File: src/hdl/assert_macros.svh
// assertion helpers shared by the rtl
`ifndef ASSERT_MACROS_SVH
`define ASSERT_MACROS_SVH

// checked on every rising clk edge outside reset
`define MPC_ASSERT(label, prop, msg) \
	label: assert property (@(posedge clk) disable iff (!arst_n) prop) else $error(msg);

// antecedent holds, consequent must hold in the cycle after
`define MPC_ASSERT_NEXT(label, ante, cons, msg) \
	`MPC_ASSERT(label, (ante) |=> (cons), msg)

`endif

File: src/hdl/mpc_pkg.sv
package mpc_pkg;

	localparam int SCORE_W    = 16;
	localparam int DEV_W      = 17;
	localparam int SQ_W       = 64;
	localparam int SQ_STEPS   = SQ_W / 2;
	localparam int SQ_CNT_W   = $clog2(SQ_STEPS);
	localparam int DIV_N      = 80;
	localparam int DEN_W      = 64;
	localparam int DIV_CNT_W  = $clog2(DIV_N);
	localparam int NORM_SHIFT = 24;
	localparam int DIV_SHIFT  = 39;
	localparam int LITTLE     = -8388608;
	localparam int R_POS_MAX  = 32767;
	localparam int R_NEG_MAX  = 32768;

	localparam logic [1:0] REG_ALPHABET_LEN = 2'd0;
	localparam logic [1:0] REG_WIDTH_FIRST  = 2'd1;
	localparam logic [1:0] REG_WIDTH_SECOND = 2'd2;

	typedef enum logic [4:0] {
		ST_IDLE,
		ST_MEAN_RD,
		ST_MEAN_ACC,
		ST_MEAN_GO,
		ST_MEAN_DIV,
		ST_PAIR_MU,
		ST_PAIR_RD,
		ST_PAIR_DX,
		ST_PAIR_MXY,
		ST_PAIR_MXX,
		ST_PAIR_MYY,
		ST_PAIR_CHK,
		ST_SQX,
		ST_SQY,
		ST_PAIR_MUL,
		ST_PAIR_DIV,
		ST_PAIR_ADD,
		ST_ALIGN_END,
		ST_FIN_GO,
		ST_FIN_DIV
	} state_t;

endpackage

File: src/hdl/mpc_sqrt.sv
module mpc_sqrt import mpc_pkg::*; (
	input  logic                  clk,
	input  logic                  arst_n,
	input  logic                  start,
	input  logic [SQ_W-1:0]       radicand,
	output logic                  done,
	output logic [SQ_W/2-1:0]     root
);

	logic [SQ_W-1:0]     v_q, r_q, bit_q, trial;
	logic [SQ_CNT_W-1:0] cnt_q;
	logic                run_q, done_q;
	logic                take;

	// digit-by-digit square root, two radicand bits a cycle
	assign trial = r_q + bit_q;
	assign take  = v_q >= trial;

	always_ff @(posedge clk or negedge arst_n) begin
		if (!arst_n) begin
			v_q    <= '0;
			r_q    <= '0;
			bit_q  <= '0;
			cnt_q  <= '0;
			run_q  <= 1'b0;
			done_q <= 1'b0;
		end else if (start) begin
			v_q    <= radicand;
			r_q    <= '0;
			bit_q  <= SQ_W'(1) << (SQ_W - 2);
			cnt_q  <= '0;
			run_q  <= 1'b1;
			done_q <= 1'b0;
		end else if (run_q) begin
			if (take) begin
				v_q <= v_q - trial;
				r_q <= (r_q >> 1) + bit_q;
			end else begin
				r_q <= r_q >> 1;
			end
			bit_q <= bit_q >> 2;
			cnt_q <= cnt_q + 1'b1;
			if (cnt_q == SQ_CNT_W'(SQ_STEPS - 1)) begin
				run_q  <= 1'b0;
				done_q <= 1'b1;
			end
		end else begin
			done_q <= 1'b0;
		end
	end

	assign done = done_q;
	assign root = r_q[SQ_W/2-1:0];

endmodule

File: config.mk
export PLATFORM = sky130hd
export DESIGN_NAME = mpc_sqrt
export DESIGN_NICKNAME = d
export VERILOG_FILES = /design/src/hdl/assert_macros.svh /design/src/hdl/mpc_pkg.sv /design/src/hdl/mpc_sqrt.sv
export SDC_FILE = /design/constraint.sdc
export NUM_CORES = 1
export LEC_CHECK = 0
export BUFFER_PORTS_ARGS = -buffer_cell sky130_fd_sc_hd__buf_2
export CORE_UTILIZATION = 50
export DETAILED_ROUTE_END_ITERATION = 7
export GPL_TIMING_DRIVEN = 0
export PLACE_DENSITY_LB_ADDON = 0.1
export SYNTH_ARGS = -nofsm -noshare
export SYNTH_HDL_FRONTEND = slang
export SYNTH_SLANG_ARGS = --single-unit
File: constraint.sdc
create_clock -name clk -period 13.25 [get_ports clk]
set_clock_uncertainty 0.2 [all_clocks]
set_input_delay 0.6625 -clock clk [delete_from_list [all_inputs] [get_ports clk]]
set_output_delay 0.6625 -clock clk [all_outputs]
set_load 0.01 [all_outputs]
; ---- Yosys cells after proc, flatten, opt, wreduce, memory -nomap -nowiden
; Index checks and enable logic that the tools add are counted.
[word_totals]
input_bits = 67
ff_bits = 199
elab_cells = 32
out_inout_bits = 33
[classes]
reduce_logical = 3
n_eq_ne = 2
muxes = 16
addsub = 4
magnitude_cmp = 1
[op_table]
columns = op, n
row1 = two-way mux 64 bit, 8
row2 = adder 63 x 64 -> 64 bit, 1
row3 = adder 64 bit, 1
row4 = >= comparator 64 bit, 1
row5 = subtractor 64 bit, 1
row6 = two-way mux 5 bit, 2
row7 = two-way mux 1 bit, 6
row8 = adder 5 x 1 -> 5 bit (second input constant), 1
row9 = == test 5 bit (second input constant), 1
row10 = nonzero test 2 bit, 2
row11 = inequality test 3 x 2 -> 1 bit (second input constant), 1
row12 = AND reduction 2 bit, 1

; ---- Longest topological paths before layout
; Gate-level depths: netlist (run 1).
[depth]
ltp_word = 5
depth_mapped = 26
depth_no_buf = 23

; ---- Worst setup path after synthesis (run 1)
; Ideal clock, no wire load.
[synth_path]
path_kind = reg-to-reg
from = register r_q[24]
to = register r_q[58]
t_required_ns = 12.924
setup_ns = 0.126
synth_period_minus_slack_ns = 5.462
path_buffers = 3
slack_ns = 7.788
arrival_time_ns = 5.136
stages_incl_launch_ff = 23
cell_sequence = dfrtp_1 -> ha_1 -> nand4_1 -> nor4_1 -> nor4b_1 -> a22o_1 -> nor3_4 -> o21bai_1 -> a31o_2 -> a31oi_1 -> o31a_1 -> xor2_1 -> ha_1 -> clkbuf_1 -> nand4_1 -> nor4_1 -> nand2_1 -> nor3_1 -> or2_1 -> buf_2 -> buf_2 -> o2bb2ai_1 -> a221o_1
[synth_between]
elab_chain_cells = 5
word_cells_on_any_way = 6
cone_classes = 2 x add/sub / 1 x order compare / 3 x mux
[synth_rtl]
columns = element, line_no
row1 = from (decl), mpc_sqrt.sv:10  ; logic [SQ_W-1:0] v_q, r_q, bit_q, trial;
row2 = from (signal assigned), mpc_sqrt.sv:37  ; r_q <= (r_q >> 1) + bit_q;
row3 = from (signal assigned), mpc_sqrt.sv:39  ; r_q <= r_q >> 1;
row4 = adder 64 bit, mpc_sqrt.sv:16  ; assign trial = r_q + bit_q;
row5 = >= comparator 64 bit, mpc_sqrt.sv:17  ; assign take = v_q >= trial;
row6 = two-way mux 64 bit (*), mpc_sqrt.sv:35  ; if (take) begin
row7 = two-way mux 64 bit (*), mpc_sqrt.sv:34  ; end else if (run_q) begin
row8 = two-way mux 64 bit (*), mpc_sqrt.sv:27  ; end else if (start) begin
; Mark *: on every way between the ends. The rest lies on a longest branch, timed or not. The select of a mux whose other input is x is not followed.
; A chain may end at the register's enable or synchronous reset.

; ---- Worst setup path after layout (run 1)
[layout_path]
from = register r_q[2]
to = register r_q[56]
; Same word-level chain as after synthesis.

==> results of run 1 <==
## sequential cells by signal, indices dropped and copies added (netlist names)
name   count
r_q       64
v_q       64
bit_q     32
cnt_q      5
done       1
run_q      1
## report_power, final
part,internal [mW],switching (mW)
Sequential,0.657,0.160
Combinational,1.06,1.90
Clock,0.252,0.259
Total,1.97,2.32
## logic make-up after synthesis
kind of cell	after synthesis
flip-flops	167
adder cells (fa/ha/maj)	133
multiplexers	52
AO/OA/AOI/OAI	707
AND/OR/NAND/NOR	701
XOR/XNOR	144
buffers and inverters	218
## cell type report
class	count	area, um2
Fill cell	3096	13820
Multi-Input combinational cell	1737	11220
Sequential cell	167	4179
Buffer	167	790.8
Tap cell	435	544.3
Timing Repair Buffer	101	543.0
Clock buffer	18	429.2
Inverter	51	191.4
Clock inverter	14	156.4
## metal layers
layer | vias to the layer above | global-route usage | share of wire
met5 | - | 0 | 0
met4 | 0 | 0.1157 | 0.030
met3 | 107 | 0.06315 | 0.095
met2 | 900 | 0.5603 | 0.42
met1 | 8259 | 0.5369 | 0.45
li1 | 8040 | - | -
## worst min path at each step
stage	start	slack, ns	end
2_1_floorplan	arst_n	0.17	bit_q[0]
3_3_place_gp	done	0.29	done
3_5_place_dp	done	0.29	done
4_1_cts	radicand[51]	0.20	v_q[51]
5_1_grt	radicand[51]	0.21	v_q[51]
6_report	radicand[50]	0.20	v_q[50]
## through the flow
stage                     hold WS [ns]  instances    util
final                           0.2014       2690  0.5664
after global routing            0.2056       2690  0.5664
after CTS                       0.1955       2690  0.5664
after detailed placement        0.2881       2657  0.5477
after global placement          0.2889       2656  0.5465
after floorplan                 0.1669       2122       -
## repair_timing
action,CTS,global route
setup buffers,0,0
hold buffers,1,0
hold endpoints to repair,64,0
## cells in the final DEF, fill, tap and decap left out, types with 67 or more instances in the layout
master    synthesis  routed
xor2_1           67      67
xnor2_1          77      77
clkbuf_1         98      99
nor2_1          214     214
buf_2            27     125
dfrtp_1         167     167
a21oi_1         166     166
ha_1            132     132
o21ai_0         169     169
nand2_1         224     224
a31oi_1          72      72
==> metrics, run 1 <==
all-layer global routing usage 0.3711; clk_lat worst skew 0.47 ns; Least-Margin Pin Slew 1.220 ns; crit-path max cell delay 0.72 ns; Mean Syn Cell Area 7.721 um2; cells on worst reg2reg path 24; Synth Area in Simple Gates 0.1975; vias in the first global route 16.10k; XOR/XNOR Fraction of Synth Area 0.07698; drt first pass iters 6; ys flop type dfrtp_1; post-synth top area cell dfrtp_1; total power 4.291 mW; Worst Setup Start Kind flop; final slew viol count 0; fmax 129.0 MHz; critical path type reg -> reg; Worst VDD drop 0.0001270 V; mux cell area share after synthesis 0.03192; start point of the critical path r_q[2]; final hold viol count 0; Worst Setup EP r_q[56]; layout cells sized above 1 0.09845; P_leak 7.930 nW; # Max-Cap Violations 0; post-synthesis sequential area ratio 0.2551; I/O Pins 100; full die area 33490 um2; TritonCTS clock tree done; Yosys warnings 0; Mapped Cells 2122; most common cell in the netlist nand2_1; Final min period 7.754 ns; Tcrit/Tclk final 0.5852; Setup-failing EPs final 0; Crit. path cell count 24; CTS clk-pin slew, worst paths 0.07 ns; top cells by instance count after synthesis 224 x nand2_1, 214 x nor2_1, 169 x o21ai_0; FP Rows 65; FF+latch count, synth 167; DRC 0; PwrDens 237.7 nW/um2; initial core utilization 0.5139; critical path's slowest cell o31ai_1; die height 183.0 um; worst flop-to-flop path startpoint r_q[2]; Synth async-reset ratio 1.000; Die X-Extent 183.0 um; R2R Path End r_q[56]; largest family of logic cells by synthesized area compound AO/OA/AOI/OAI gates; CP required 13.42 ns; clock root buffer clkbuf_16; adder-cell share of the synthesized area 0.1020; cell area after layout 18060 um2; post-synth top area share 0.2551; final RePlAce weighted congestion 0.9826; Critical Path Sink Type flop; Area Growth Syn to Fin 10.21%; Arr. time, crit path 7.93 ns; final worst slack 5.496 ns; Post-Syn Nets 2322; Vias 17.31k; Final TNS setup 0 ns; post-DR wirelength/cell 23.03 um; CTS max path bufs 2; antenna cells 0; GRT overflow 0; CTS sink cnt 167; Cell variety after synth 75; worst hold stages 2; post-cts resize count 0; CP max FO 10; RSZ-0062 raised after global routing no; Area contributors post-synth dfrtp_1 26%, ha_1 10%, o21ai_0 5.2%; largest net degree at the start of global routing 104; status finished clean; number of synthesized flops with an enable pin 0; DP Area 17460 um2; synthesized area 16380 um2; ANT nets after route 0; # H-tree levels 4; worst path cell trace ha_1 -> a21o_1 -> a31oi_1 -> o21ai_0 -> a21o_1 -> a21oi_1 -> or4_1 -> and2_1 -> o21bai_1 -> a31oi_1 -> xor2_1 -> ha_1 -> buf_2 -> nand2_1 -> o21ai_1 -> a21oi_1 -> o21ai_0 -> a211oi_1 -> o31ai_1 -> nor2_2 -> nor2_1 -> buf_2 -> nand2_1 -> o221ai_1; Detailed Place HPWL 47.86 mm; TritonCTS buffer count 17; Vias/cell 6.433; final wirelength 61.94 mm; crit-path leading delay family compound AO/OA/AOI/OAI gates; DR iter-0 viols 2105; first-pass GRT wire length 93.94 mm; IO Port Bufs 99; fin nets 2442; HP Class in -> reg; CORE AREA 31880 um2; Place WS 5.652 ns; Slew HR 0.1865; CP bufs+invs 2; antenna violations before repair 1; post-synthesis compound-gate area fraction 0.2765; r2r setup slk 5.50 ns
(Power assumes the default switching activity.)
==> inputs of run 2 (changes only) <==
Clock period 13.25 ns to 6.5 ns, I/O delays scaled along.
==> run 2 against run 1 <==
  * Count of clock-buffer cells in the layout did not move
  * Register-to-register slack got worse by 5.4 ns
  * Maximum frequency increased by 21%
  * Sequential share of layout area fell by 1.0 points
  * Via count increased by 1.5%
  * Final area rose by 4.6%
  * Critical path type unchanged
  * Largest cell class unchanged
==> metrics, run 2 (same netlist as run 1, synthesis figures left out) <==
die height 183.0 um; total power 8.954 mW; critical path type reg -> reg; CP required 6.65 ns; fin nets 2506; TritonCTS clock tree done; CTS clk-pin slew, worst paths 0.08 ns; P_leak 8.263 nW; full die area 33490 um2; DRC 0; # Max-Cap Violations 0; crit-path max cell delay 0.93 ns; Arr. time, crit path 6.55 ns; status finished clean; vias in the first global route 16.37k; Final TNS setup 0 ns; final slew viol count 0; I/O Pins 100; Multi-input gate area 11340 um2; Layout Utilization 0.5923; post-DR wirelength/cell 22.76 um; non-filler instance count after layout 2754; antenna cells 0; CP max FO 9; GRT overflow 0; Worst Setup Start Kind flop; clock root buffer clkbuf_16; CTS max path bufs 2; Int Pwr 4.162 mW; cell area after layout 18880 um2; Slew HR 0.2146; Place WS -1.098 ns; drt first pass iters 6; # H-tree levels 4; Final min period 6.400 ns; fraction of power spent switching nets 0.5352; Tcrit/Tclk final 0.9846; final wirelength 62.67 mm; Gate power share 0.696; ANT nets after route 0; Least-Margin Pin Slew 1.178 ns; initial core utilization 0.5139; FP Rows 65; Inst Count DP 2657; antenna violations before repair 1; Detailed Place HPWL 47.86 mm; Worst VDD drop 0.0002610 V; fmax 156.3 MHz; largest net degree at the start of global routing 104; NetSw 4.792 mW; final RePlAce weighted congestion 0.9826; hold_ws 0.009359 ns; Die X-Extent 183.0 um; layout cells sized above 1 0.1087; CTS sink cnt 167; TritonCTS buffer count 17; Fillers 3002; HP Class in -> reg; DP Area 17460 um2; all-layer global routing usage 0.3751; Area Growth Syn to Fin 15.26%; top flop regs r_q: 64 flops, v_q: 64 flops, bit_q: 32 flops; clk_lat worst skew 0.47 ns; Vias/cell 6.376; worst path cell trace ha_1 -> a21o_1 -> a31oi_1 -> o21ai_2 -> a21o_1 -> a21oi_1 -> or4_1 -> and2_1 -> o21bai_2 -> nand2_1 -> xor2_1 -> ha_1 -> nand2_1 -> nor2_1 -> nand4_1 -> o31ai_1 -> a211oi_1 -> o31ai_1 -> mux2i_1 -> nand3_1; PwrDens 474.2 nW/um2; most common cell after layout, fill and taps aside nand2_1; first-pass GRT wire length 95.08 mm; Clk pwr share 0.117; final hold viol count 0; DR iter-0 viols 2121; CORE AREA 31880 um2; final worst slack 0.1003 ns; Critical Path Sink Type flop; sequential share of power 0.187; register area 4179 um2; Vias 17.56k; Setup-failing EPs final 0; most frequent cells in the layout 223 x nand2_1, 213 x nor2_1, 167 x o21ai_0, 167 x dfrtp_1, 165 x a21oi_1; critical path's slowest cell o31ai_1; IO Port Bufs 99
run 2: changes by cell type in the layout (fill, tap and decap cells not counted), sizes merged:
cell,change
dlygate4sd3,+63
buf,+5
clkbuf,-4
run 2: critical path: cells and delay by family (launching register included):
kind	cells	cell delay, ns
compound gates	9	2.75
simple gates	7	1.45
mux	1	0.23
fa+ha+maj	2	0.78
xor+xnor	1	0.40
flops	1	0.47
run 2: final timing paths:
path,from,end,slack (ns),depth (start not counted)
worst min register to register,done,done,0.32,2
min in group asynchronous,arst_n,v_q[11],0.21,2
worst max register to register,r_q[2],v_q[63],0.10,20
max in group asynchronous,arst_n,r_q[45],4.95,3
worst min-delay path,radicand[28],v_q[28],0.009,3
worst max-delay path,r_q[2],v_q[63],0.10,20
run 2: area by class of cell:
type,count,area share
inverters,51,0.01014
clock buffers,18,0.02273
well taps,435,0.02882
flip-flops and latches,167,0.2213
clock inverters,14,0.008283
repair buffers,170,0.06454
plain buffers,162,0.04347
multi-input cells,1737,0.6007
run 2: what timing repair did:
item                                   CTS  global route
gates cloned                             0             0
setup buffers                            1             5
hold buffers                            64             0
setup endpoints to repair              128           128
gates resized for setup                 26            20
pin swaps                                1             8
endpoints found under the hold margin  127             0
run 2: power by group through the flow:
stage,clock network [mW],registers (mW),logic [mW]
floorplan,0,1.54,4.27
global placement,0,1.66,5.81
detailed placement,0,1.66,5.85
CTS,1.05,1.65,6.01
global route,1.09,1.70,6.76
finish,1.04,1.67,6.24
run 2: layer usage:
metal	vias up	global-route usage	wire length, um
li1	8160	-	-
met1	8355	0.5396	27850
met2	918	0.5726	27010
met3	126	0.06275	6065
met4	0	0.1127	1749
met5	-	0	0
